File: config.mk
export PLATFORM = sky130hd
export DESIGN_NAME = mips_exception_entry_unit
export DESIGN_NICKNAME = d
export VERILOG_FILES = /design/src/rtl/core/meu_pkg.sv /design/src/rtl/core/mips_exception_entry_unit.sv
export SDC_FILE = /design/constraint.sdc
export NUM_CORES = 2
export LEC_CHECK = 0
export BUFFER_PORTS_ARGS = -buffer_cell sky130_fd_sc_hd__buf_2
export CAP_MARGIN = 15
export CORE_ASPECT_RATIO = 1.2
export CORE_MARGIN = 5
export CORE_UTILIZATION = 62
export DETAILED_ROUTE_END_ITERATION = 12
export PLACE_DENSITY = 0.86
export SYNTH_ARGS = -nofsm -noshare
export SYNTH_HDL_FRONTEND = slang
export SYNTH_SLANG_ARGS = --single-unit
File: constraint.sdc
create_clock -name clk -period 35.8 [get_ports clk]
set_input_delay 0 -clock clk [delete_from_list [all_inputs] [get_ports clk]]
set_output_delay 0 -clock clk [all_outputs]
set_load 0.01 [all_outputs]
File: src/rtl/core/meu_pkg.sv
// ----------------------------------------------------------------------------
// meu_pkg: shared types and constants for the exception entry unit
// Action and exception kind codes, CP0 register bit positions and vectors.
// ----------------------------------------------------------------------------
package meu_pkg;

    // Action carried by one input beat.
    typedef enum logic [2:0] {
        ACT_STEP      = 3'd0,
        ACT_RAISE     = 3'd1,
        ACT_SET_IRQ   = 3'd2,
        ACT_CLEAR_IRQ = 3'd3,
        ACT_WRITE_ST  = 3'd4
    } act_t;

    // Exception kinds as presented on the input.
    typedef enum logic [4:0] {
        EK_INT        = 5'd0,
        EK_ADDERR     = 5'd1,
        EK_TLBREFILL  = 5'd2,
        EK_XTLBREFILL = 5'd3,
        EK_TLBINVALID = 5'd4,
        EK_TLBMOD     = 5'd5,
        EK_CACHEERR   = 5'd6,
        EK_VCE        = 5'd7,
        EK_BUSERR     = 5'd8,
        EK_OVF        = 5'd9,
        EK_TRAP       = 5'd10,
        EK_SYSCALL    = 5'd11,
        EK_BREAK      = 5'd12,
        EK_RI         = 5'd13,
        EK_CPU        = 5'd14,
        EK_FPE        = 5'd15,
        EK_WATCH      = 5'd16
    } kind_t;

    // What the next step does with the program counter.
    typedef enum logic [1:0] {
        NA_CONTINUE = 2'd0,
        NA_DELAY    = 2'd1,
        NA_JUMP     = 2'd2
    } na_t;

    // Status and Cause bit positions.
    localparam int ST_IE_BIT  = 0;
    localparam int ST_EXL_BIT = 1;
    localparam int ST_BEV_BIT = 22;
    localparam int CA_BD_BIT  = 31;

    // Exception vectors.
    localparam logic [63:0] VEC_TLB     = 64'h0000_0000_0000_0000;
    localparam logic [63:0] VEC_XTLB    = 64'h0000_0000_0000_0080;
    localparam logic [63:0] VEC_GENERAL = 64'h0000_0000_0000_0180;
    localparam logic [63:0] BASE_BOOT   = 64'hffff_ffff_bfc0_0200;
    localparam logic [63:0] BASE_NORMAL = 64'hffff_ffff_8000_0000;
    localparam logic [63:0] VPN2_MASK   = 64'h0000_00ff_ffff_e000;

    // ExcCode values written to Cause.
    localparam logic [4:0] EC_INT  = 5'd0;
    localparam logic [4:0] EC_MOD  = 5'd1;
    localparam logic [4:0] EC_TLBL = 5'd2;
    localparam logic [4:0] EC_TLBS = 5'd3;
    localparam logic [4:0] EC_ADEL = 5'd4;
    localparam logic [4:0] EC_ADES = 5'd5;
    localparam logic [4:0] EC_IBE  = 5'd6;
    localparam logic [4:0] EC_DBE  = 5'd7;
    localparam logic [4:0] EC_SYS  = 5'd8;
    localparam logic [4:0] EC_BP   = 5'd9;
    localparam logic [4:0] EC_RI   = 5'd10;
    localparam logic [4:0] EC_CPU  = 5'd11;
    localparam logic [4:0] EC_OV   = 5'd12;
    localparam logic [4:0] EC_TR   = 5'd13;
    localparam logic [4:0] EC_VCEI = 5'd14;
    localparam logic [4:0] EC_FPE  = 5'd15;
    localparam logic [4:0] EC_WATCH = 5'd23;
    localparam logic [4:0] EC_VCED = 5'd31;

    // Maps an exception kind to its ExcCode.
    function automatic logic [4:0] exc_code(input logic [4:0] kind,
                                            input logic fetch,
                                            input logic load);
        logic [4:0] code;
        code = EC_INT;
        unique case (kind_t'(kind))
            EK_INT:        code = EC_INT;
            EK_ADDERR:     code = load ? EC_ADEL : EC_ADES;
            EK_TLBREFILL,
            EK_XTLBREFILL,
            EK_TLBINVALID: code = load ? EC_TLBL : EC_TLBS;
            EK_TLBMOD:     code = EC_MOD;
            EK_CACHEERR:   code = EC_INT;
            EK_VCE:        code = fetch ? EC_VCEI : EC_VCED;
            EK_BUSERR:     code = fetch ? EC_IBE : EC_DBE;
            EK_OVF:        code = EC_OV;
            EK_TRAP:       code = EC_TR;
            EK_SYSCALL:    code = EC_SYS;
            EK_BREAK:      code = EC_BP;
            EK_RI:         code = EC_RI;
            EK_CPU:        code = EC_CPU;
            EK_FPE:        code = EC_FPE;
            EK_WATCH:      code = EC_WATCH;
            default:       code = EC_INT;
        endcase
        return code;
    endfunction

endpackage

File: src/rtl/core/mips_exception_entry_unit.sv
// ----------------------------------------------------------------------------
// mips_exception_entry_unit: CP0 exception entry and PC sequencer
// Each input beat passes through the input register and then the result register.
// Throughput: one beat per cycle while out_ready is high; each beat is resolved against the CP0
// state in a single pass between the input register and the result register.
// Reset: all CP0 state, the PC sequencer and both valid flags clear to zero.
// ----------------------------------------------------------------------------
module mips_exception_entry_unit
    import meu_pkg::*;
(
    input  logic        clk,
    input  logic        rst_n,
    input  logic        in_valid,
    output logic        in_ready,
    input  logic [2:0]  action,
    input  logic [4:0]  exc_kind,
    input  logic [63:0] bad_vaddr,
    input  logic        is_fetch,
    input  logic        is_load,
    input  logic [1:0]  cop_index,
    input  logic [2:0]  irq_line,
    input  logic [31:0] status_value,
    input  logic        branch_request,
    input  logic [63:0] branch_target,
    output logic        out_valid,
    input  logic        out_ready,
    output logic [63:0] current_pc,
    output logic        in_delay_slot,
    output logic        exception_taken,
    output logic [63:0] pending_pc,
    output logic [31:0] cause_out,
    output logic [31:0] status_out,
    output logic [63:0] epc_out,
    output logic [63:0] badvaddr_out,
    output logic [63:0] context_out,
    output logic [63:0] entryhi_out
);

    // Input register.
    logic        in_valid_reg;
    logic [2:0]  in_action_reg;
    logic [4:0]  in_kind_reg;
    logic [63:0] in_va_reg;
    logic        in_fetch_reg;
    logic        in_load_reg;
    logic [1:0]  in_ce_reg;
    logic [2:0]  in_irq_reg;
    logic [31:0] in_sv_reg;
    logic        in_br_reg;
    logic [63:0] in_tgt_reg;

    // CP0 and sequencer state.
    logic [63:0] pc_reg, pc_next;
    logic [63:0] npc_reg, npc_next;
    na_t         na_reg, na_next;
    logic        ds_reg, ds_next;
    logic [31:0] cause_reg, cause_next;
    logic [31:0] status_reg, status_next;
    logic [63:0] epc_reg, epc_next;
    logic [63:0] bva_reg, bva_next;
    logic [63:0] ctx_reg, ctx_next;
    logic [63:0] ehi_reg, ehi_next;
    logic        taken_next;

    // Result register.
    logic        out_valid_reg;
    logic        taken_reg;

    logic        advance;
    logic        work;
    logic [63:0] pc_plus4;
    logic [63:0] pc_minus4;
    logic [63:0] vec_base;
    logic [63:0] vec_off;
    logic [7:0]  irq_bit;
    logic [7:0]  ip_set;
    logic [63:0] int_pc;
    logic        int_ds;

    // The result stage moves whenever it is empty or its beat is taken.
    assign advance  = !out_valid_reg || out_ready;
    assign in_ready = !in_valid_reg || advance;
    assign work     = in_valid_reg && advance;

    assign pc_plus4  = pc_reg + 64'd4;
    assign pc_minus4 = pc_reg - 64'd4;
    assign vec_base  = status_reg[ST_BEV_BIT] ? BASE_BOOT : BASE_NORMAL;
    assign irq_bit   = 8'd1 << in_irq_reg;
    assign ip_set    = cause_reg[15:8] | irq_bit;

    // PC and delay slot as the interrupt path advances them before entry.
    always_comb
    begin
        unique case (na_reg)
            NA_JUMP:
            begin
                int_pc = npc_reg;
                int_ds = 1'b0;
            end
            NA_DELAY:
            begin
                int_pc = pc_plus4;
                int_ds = 1'b1;
            end
            default:
            begin
                int_pc = pc_plus4;
                int_ds = 1'b0;
            end
        endcase
    end

    // Next state for the beat held in the input register.
    always_comb
    begin
        pc_next     = pc_reg;
        npc_next    = npc_reg;
        na_next     = na_reg;
        ds_next     = ds_reg;
        cause_next  = cause_reg;
        status_next = status_reg;
        epc_next    = epc_reg;
        bva_next    = bva_reg;
        ctx_next    = ctx_reg;
        ehi_next    = ehi_reg;
        taken_next  = 1'b0;
        vec_off     = VEC_GENERAL;

        unique case (in_action_reg)
            ACT_STEP:
            begin
                pc_next = int_pc;
                ds_next = int_ds;
                na_next = (na_reg == NA_DELAY) ? NA_JUMP : NA_CONTINUE;
                if (in_br_reg)
                begin
                    npc_next = in_tgt_reg;
                    na_next  = NA_DELAY;
                end
            end
            ACT_RAISE:
            begin
                // Kinds beyond the watch exception are ignored.
                if (in_kind_reg <= EK_WATCH)
                begin
                    taken_next = 1'b1;
                    unique case (kind_t'(in_kind_reg))
                        EK_ADDERR, EK_TLBMOD, EK_VCE:
                            bva_next = in_va_reg;
                        EK_TLBREFILL, EK_XTLBREFILL, EK_TLBINVALID:
                        begin
                            bva_next = in_va_reg;
                            ehi_next = (ehi_reg & ~VPN2_MASK) | (in_va_reg & VPN2_MASK);
                            ctx_next = {ctx_reg[63:23], in_va_reg[31:13], 4'd0};
                        end
                        default:
                        begin
                        end
                    endcase
                    if (in_kind_reg == EK_TLBREFILL)
                        vec_off = VEC_TLB;
                    else if (in_kind_reg == EK_XTLBREFILL)
                        vec_off = VEC_XTLB;
                    cause_next[6:2]   = exc_code(in_kind_reg, in_fetch_reg, in_load_reg);
                    cause_next[29:28] = in_ce_reg;
                    if (!status_reg[ST_EXL_BIT])
                    begin
                        epc_next              = ds_reg ? pc_minus4 : pc_reg;
                        cause_next[CA_BD_BIT] = ds_reg;
                    end
                    else
                    begin
                        vec_off = VEC_GENERAL;
                    end
                    status_next[ST_EXL_BIT] = 1'b1;
                    npc_next = vec_base + vec_off;
                    na_next  = NA_JUMP;
                end
            end
            ACT_SET_IRQ:
            begin
                cause_next[15:8] = ip_set;
                if (!status_reg[ST_EXL_BIT] && status_reg[ST_IE_BIT]
                    && ((status_reg[15:8] & ip_set) != 8'd0))
                begin
                    // Interrupt entry: the pending step completes first.
                    taken_next              = 1'b1;
                    pc_next                 = int_pc;
                    ds_next                 = int_ds;
                    epc_next                = (na_reg == NA_DELAY) ? pc_reg : int_pc;
                    cause_next[6:2]         = EC_INT;
                    cause_next[29:28]       = 2'd0;
                    cause_next[CA_BD_BIT]   = int_ds;
                    status_next[ST_EXL_BIT] = 1'b1;
                    npc_next                = vec_base + VEC_GENERAL;
                    na_next                 = NA_JUMP;
                end
            end
            ACT_CLEAR_IRQ:
                cause_next[15:8] = cause_reg[15:8] & ~irq_bit;
            ACT_WRITE_ST:
                status_next = in_sv_reg;
            default:
            begin
            end
        endcase
    end

    // Input register payload.
    always_ff @(posedge clk)
    begin
        if (in_valid && in_ready)
        begin
            in_action_reg <= action;
            in_kind_reg   <= exc_kind;
            in_va_reg     <= bad_vaddr;
            in_fetch_reg  <= is_fetch;
            in_load_reg   <= is_load;
            in_ce_reg     <= cop_index;
            in_irq_reg    <= irq_line;
            in_sv_reg     <= status_value;
            in_br_reg     <= branch_request;
            in_tgt_reg    <= branch_target;
        end
    end

    // Valid flags and CP0 state.
    always_ff @(posedge clk or negedge rst_n)
    begin
        if (!rst_n)
        begin
            in_valid_reg  <= 1'b0;
            out_valid_reg <= 1'b0;
            pc_reg        <= '0;
            npc_reg       <= '0;
            na_reg        <= NA_CONTINUE;
            ds_reg        <= 1'b0;
            cause_reg     <= '0;
            status_reg    <= '0;
            epc_reg       <= '0;
            bva_reg       <= '0;
            ctx_reg       <= '0;
            ehi_reg       <= '0;
        end
        else
        begin
            if (in_ready)
                in_valid_reg <= in_valid;
            if (advance)
                out_valid_reg <= in_valid_reg;
            if (work)
            begin
                pc_reg     <= pc_next;
                npc_reg    <= npc_next;
                na_reg     <= na_next;
                ds_reg     <= ds_next;
                cause_reg  <= cause_next;
                status_reg <= status_next;
                epc_reg    <= epc_next;
                bva_reg    <= bva_next;
                ctx_reg    <= ctx_next;
                ehi_reg    <= ehi_next;
            end
        end
    end

    // Result register payload.
    always_ff @(posedge clk)
    begin
        if (work)
            taken_reg <= taken_next;
    end

    // The result beat shows the state as it stood after its own update.
    logic [63:0] res_pc_reg, res_npc_reg, res_epc_reg, res_bva_reg;
    logic [63:0] res_ctx_reg, res_ehi_reg;
    logic [31:0] res_cause_reg, res_status_reg;
    logic        res_ds_reg;

    always_ff @(posedge clk)
    begin
        if (work)
        begin
            res_pc_reg     <= pc_next;
            res_npc_reg    <= npc_next;
            res_ds_reg     <= ds_next;
            res_cause_reg  <= cause_next;
            res_status_reg <= status_next;
            res_epc_reg    <= epc_next;
            res_bva_reg    <= bva_next;
            res_ctx_reg    <= ctx_next;
            res_ehi_reg    <= ehi_next;
        end
    end

    assign out_valid       = out_valid_reg;
    assign current_pc      = res_pc_reg;
    assign in_delay_slot   = res_ds_reg;
    assign exception_taken = taken_reg;
    assign pending_pc      = res_npc_reg;
    assign cause_out       = res_cause_reg;
    assign status_out      = res_status_reg;
    assign epc_out         = res_epc_reg;
    assign badvaddr_out    = res_bva_reg;
    assign context_out     = res_ctx_reg;
    assign entryhi_out     = res_ehi_reg;

    // An entered exception always leaves EXL set.
    a_taken_exl: assert property (@(posedge clk) disable iff (!rst_n)
        out_valid && exception_taken |-> status_out[ST_EXL_BIT])
        else $error("exception entered without EXL");

    // Every vector is aligned to 128 bytes.
    a_vec_align: assert property (@(posedge clk) disable iff (!rst_n)
        out_valid && exception_taken |-> (pending_pc[6:0] == 7'd0))
        else $error("misaligned exception vector");

    // A beat resolved in the input stage shows up as a result next cycle.
    a_work_out: assert property (@(posedge clk) disable iff (!rst_n)
        work |=> out_valid_reg)
        else $error("resolved beat lost");

    // An empty result stage never stalls the input.
    a_no_stall: assert property (@(posedge clk) disable iff (!rst_n)
        !out_valid_reg |-> in_ready)
        else $error("input stalled with empty result stage");

endmodule

==> results.json <==
{
  "synth_flop_cell": "edfxtp_1",
  "drive_gt1_frac": 0.2021,
  "die-height_um": 290.4,
  "endpoint": "npc_reg[22]",
  "place_hpwl_um": 87170,
  "r2r-end": "npc_reg[22]",
  "path_cells": "mux4_2 -> mux2i_1 -> a211o_2 -> buf_4 -> o21a_1 -> nand2b_1 -> nand2_1 -> o21ai_0",
  "cts_root_buf": "clkbuf_16",
  "ios": 632,
  "dr.pass1.iters": 7,
  "synth-seq-area-share": 0.6144,
  "fp.dieArea_mm2": 0.07076,
  "drv_cap": 0,
  "post-route-period-util": 0.1307,
  "pwr-share-seq": 0.474,
  "layout_commonest_cell": "nand2_1",
  "critPathMaxStageDelay_ns": 1.04,
  "required_ns": 36.37,
  "cts_tree": "yes",
  "total_power_uw": 3332,
  "outcome": "finished with violations",
  "post_drt_wl_per_cell_um": 27.45,
  "p_comb_frac": 0.241,
  "track_usage": 0.3942,
  "layout_common_cells": "nand2_1, buf_2, edfxtp_1",
  "r2r_cells": 8,
  "cp-end-kind": "flop",
  "powerDensity_mw_per_mm2": 69.11,
  "post_cts_buffers": 0,
  "p_sw_uw": 1178,
  "fill_cells": 3881,
  "postPlaceCellArea_mm2": 0.04349,
  "cts-buffers-inserted": 86,
  "vias": 35100,
  "grt_pass1_vias": 34550,
  "clkPwrFrac": 0.284,
  "synth_cell_type_count": 79,
  "synth_largest_area_cell": "edfxtp_1",
  "rows": 102,
  "worst-path-max-fanout": 61,
  "period_minus_slack_ns": 4.680,
  "clkLatencyLatePin_ns": 0.67,
  "finish.instance_area_mm2": 0.04821,
  "port_buffers": 537,
  "fin_setup_tns_ns": 0,
  "fmax_ghz": 0.2137,
  "relSlewSlack": 0.1795,
  "hold_viol": 19,
  "rsz0062_at_grt": "false",
  "yosys-top-cells-area": "edfxtp_1, dfrtp_1, nand2_1, a21oi_1, mux2_2",
  "max_slew.worst_pin.slew_ns": 1.231,
  "r2r_start": "in_irq_reg[1]",
  "p_leak_uw": 0.02064,
  "holdWs_ns": -0.02322,
  "reg2reg_slack_ns": 31.12,
  "clk_path_buf_depth": 3,
  "syn_area_mm2": 0.04062,
  "cts.reportedPaths.clkPinSlew_ns": 0.08,
  "synth_top_area_frac": 0.3933,
  "start_util": 0.6278,
  "place.gp.congestion": 1.014,
  "cts_sinks": 891,
  "fin_skew_ns": 0.04205,
  "synth_edf_count": 532,
  "area_delta_synth_final_pct": 18.67,
  "dr.first_iter.drc_count": 5176,
  "avgViaCountPerCell": 6.703,
  "worstPathArrival_ns": 5.25,
  "h-tree-depth": 3,
  "setup_viol": 0,
  "gr-total-overflow": 0,
  "ys_ff_latch": 891,
  "hold_class": "input port to asynchronous set/reset pin",
  "layout.nets": 4509,
  "grt_max_degree": 139,
  "drc": 0,
  "ys_warn_count": 0,
  "syn_avg_cell_area_um2": 10.85,
  "die_w_um": 243.7,
  "cpMaxStageDelayCell": "nand2b_1",
  "critPathLaunchType": "flop",
  "cellInternalPower_uw": 2154,
  "ant_nets": 0,
  "synth_cells": 3743,
  "async_flop_share": 0.4029,
  "cp-startpoint": "in_irq_reg[1]",
  "grt_pass1_wl_um": 213800,
  "crit_type": "flop to flop",
  "vdd_drop_max_uv": 51.32,
  "drv_slew": 0,
  "core_mm2": 0.06470,
  "violations": "negative hold slack",
  "p_sw_frac": 0.3536,
  "antenna_found_initial": 6,
  "wl_um": 143700
}
-- worst max-delay path, delay by kind of cell, from the launching register on --
kind	cells	cell delay [ns]
flops	1	0.56
mux	2	0.85
compound gates	3	1.32
buf+inv	1	0.66
simple gates	2	1.20
-- worst min-delay path by stage --
stage | start | endpoint | slack, ns | cells after the start
after floorplan | rst_n | bva_reg[0] | -0.30 | 0
after global placement | rst_n | npc_reg[43] | 0.12 | 1
after detailed placement | rst_n | npc_reg[43] | 0.12 | 1
after CTS | rst_n | pc_reg[51] | 0.03 | 2
after global routing | bad_vaddr[11] | in_va_reg[11] | 0.04 | 2
final | rst_n | npc_reg[38] | -0.02 | 2
-- power groups by stage --
stage / combinational, µW / clock, µW / sequential [µW]
CTS: 765 / 936 / 1550
finish: 804 / 947 / 1580
floorplan: 527 / 0 / 1490
detailed placement: 736 / 0 / 1570
global route: 855 / 990 / 1590
global placement: 712 / 0 / 1560
-- Yosys cell counts, types with 19 or more instances --
| master | number |
|---|---|
| nand2_1 | 874 |
| edfxtp_1 | 532 |
| dfrtp_1 | 359 |
| a21oi_1 | 246 |
| clkbuf_1 | 245 |
| nor2_1 | 203 |
| o21ai_0 | 184 |
| mux2_2 | 109 |
| buf_4 | 94 |
| nand3_1 | 59 |
| o22a_1 | 47 |
| nor3_1 | 46 |
| nor4_1 | 43 |
| xnor2_1 | 43 |
| nand4_1 | 42 |
| a31oi_1 | 40 |
| a22o_1 | 38 |
| o221ai_1 | 36 |
| a22oi_1 | 24 |
| a32o_1 | 24 |
| and3_1 | 23 |
| buf_1 | 23 |
| inv_1 | 23 |
| maj3_1 | 23 |
| xor2_1 | 20 |
| nand2b_1 | 19 |
| o211ai_1 | 19 |
-- cell families (layout without fill, tap and decap cells) --
| family | after synthesis | in the layout | synth area share |
|---|---|---|---|
| fa+ha+maj | 25 | 25 | 0.006283 |
| buf+inv | 398 | 961 | 0.04617 |
| simple gates | 1414 | 1414 | 0.1515 |
| xor+xnor | 63 | 63 | 0.01358 |
| compound gates | 827 | 827 | 0.1334 |
| mux | 124 | 124 | 0.03453 |
| flops | 891 | 891 | 0.6144 |
| other cells | 1 | 99 | 0.00009231 |
-- per-stage QoR --
stage / worst slack, ns / util / hold WS [ns] / cells
after floorplan: 23.85 / - / -0.2956 / 3836
after global placement: 31.51 / 0.6721 / 0.1202 / 4889
after detailed placement: 31.37 / 0.6721 / 0.1164 / 4889
after CTS: 31.37 / 0.7442 / 0.02703 / 5229
after global routing: 30.93 / 0.7450 / 0.04468 / 5234
final: 31.12 / 0.7450 / -0.02322 / 5236
-- routing by layer --
layer / share of wire / up-vias / GRT usage
li1: - / 14550 / -
met4: 0.11 / 0 / 0.3169
met1: 0.31 / 16610 / 0.4475
met3: 0.11 / 856 / 0.08140
met5: 0 / - / 0
met2: 0.48 / 3081 / 0.6473
-- layout make-up --
type	count	area [µm²]	share of cell area
multi-input combinational	2547	14230	0.2953
antenna	5	12.51	0.0002595
inverter	23	93.84	0.001947
clock inverter	46	506.7	0.01051
sequential	891	24960	0.5178
timing repair buffer	778	5002	0.1038
tap	832	1041	0.02159
clock buffer	114	2357	0.04890
-- what timing repair did --
item                                    4_1_cts  5_1_grt
endpoints found under the hold margin       310        0
endpoints found under the setup margin        0        0
gates resized for setup                       0        0
hold buffers                                180        0
Power figures use the tool's default switching activity.
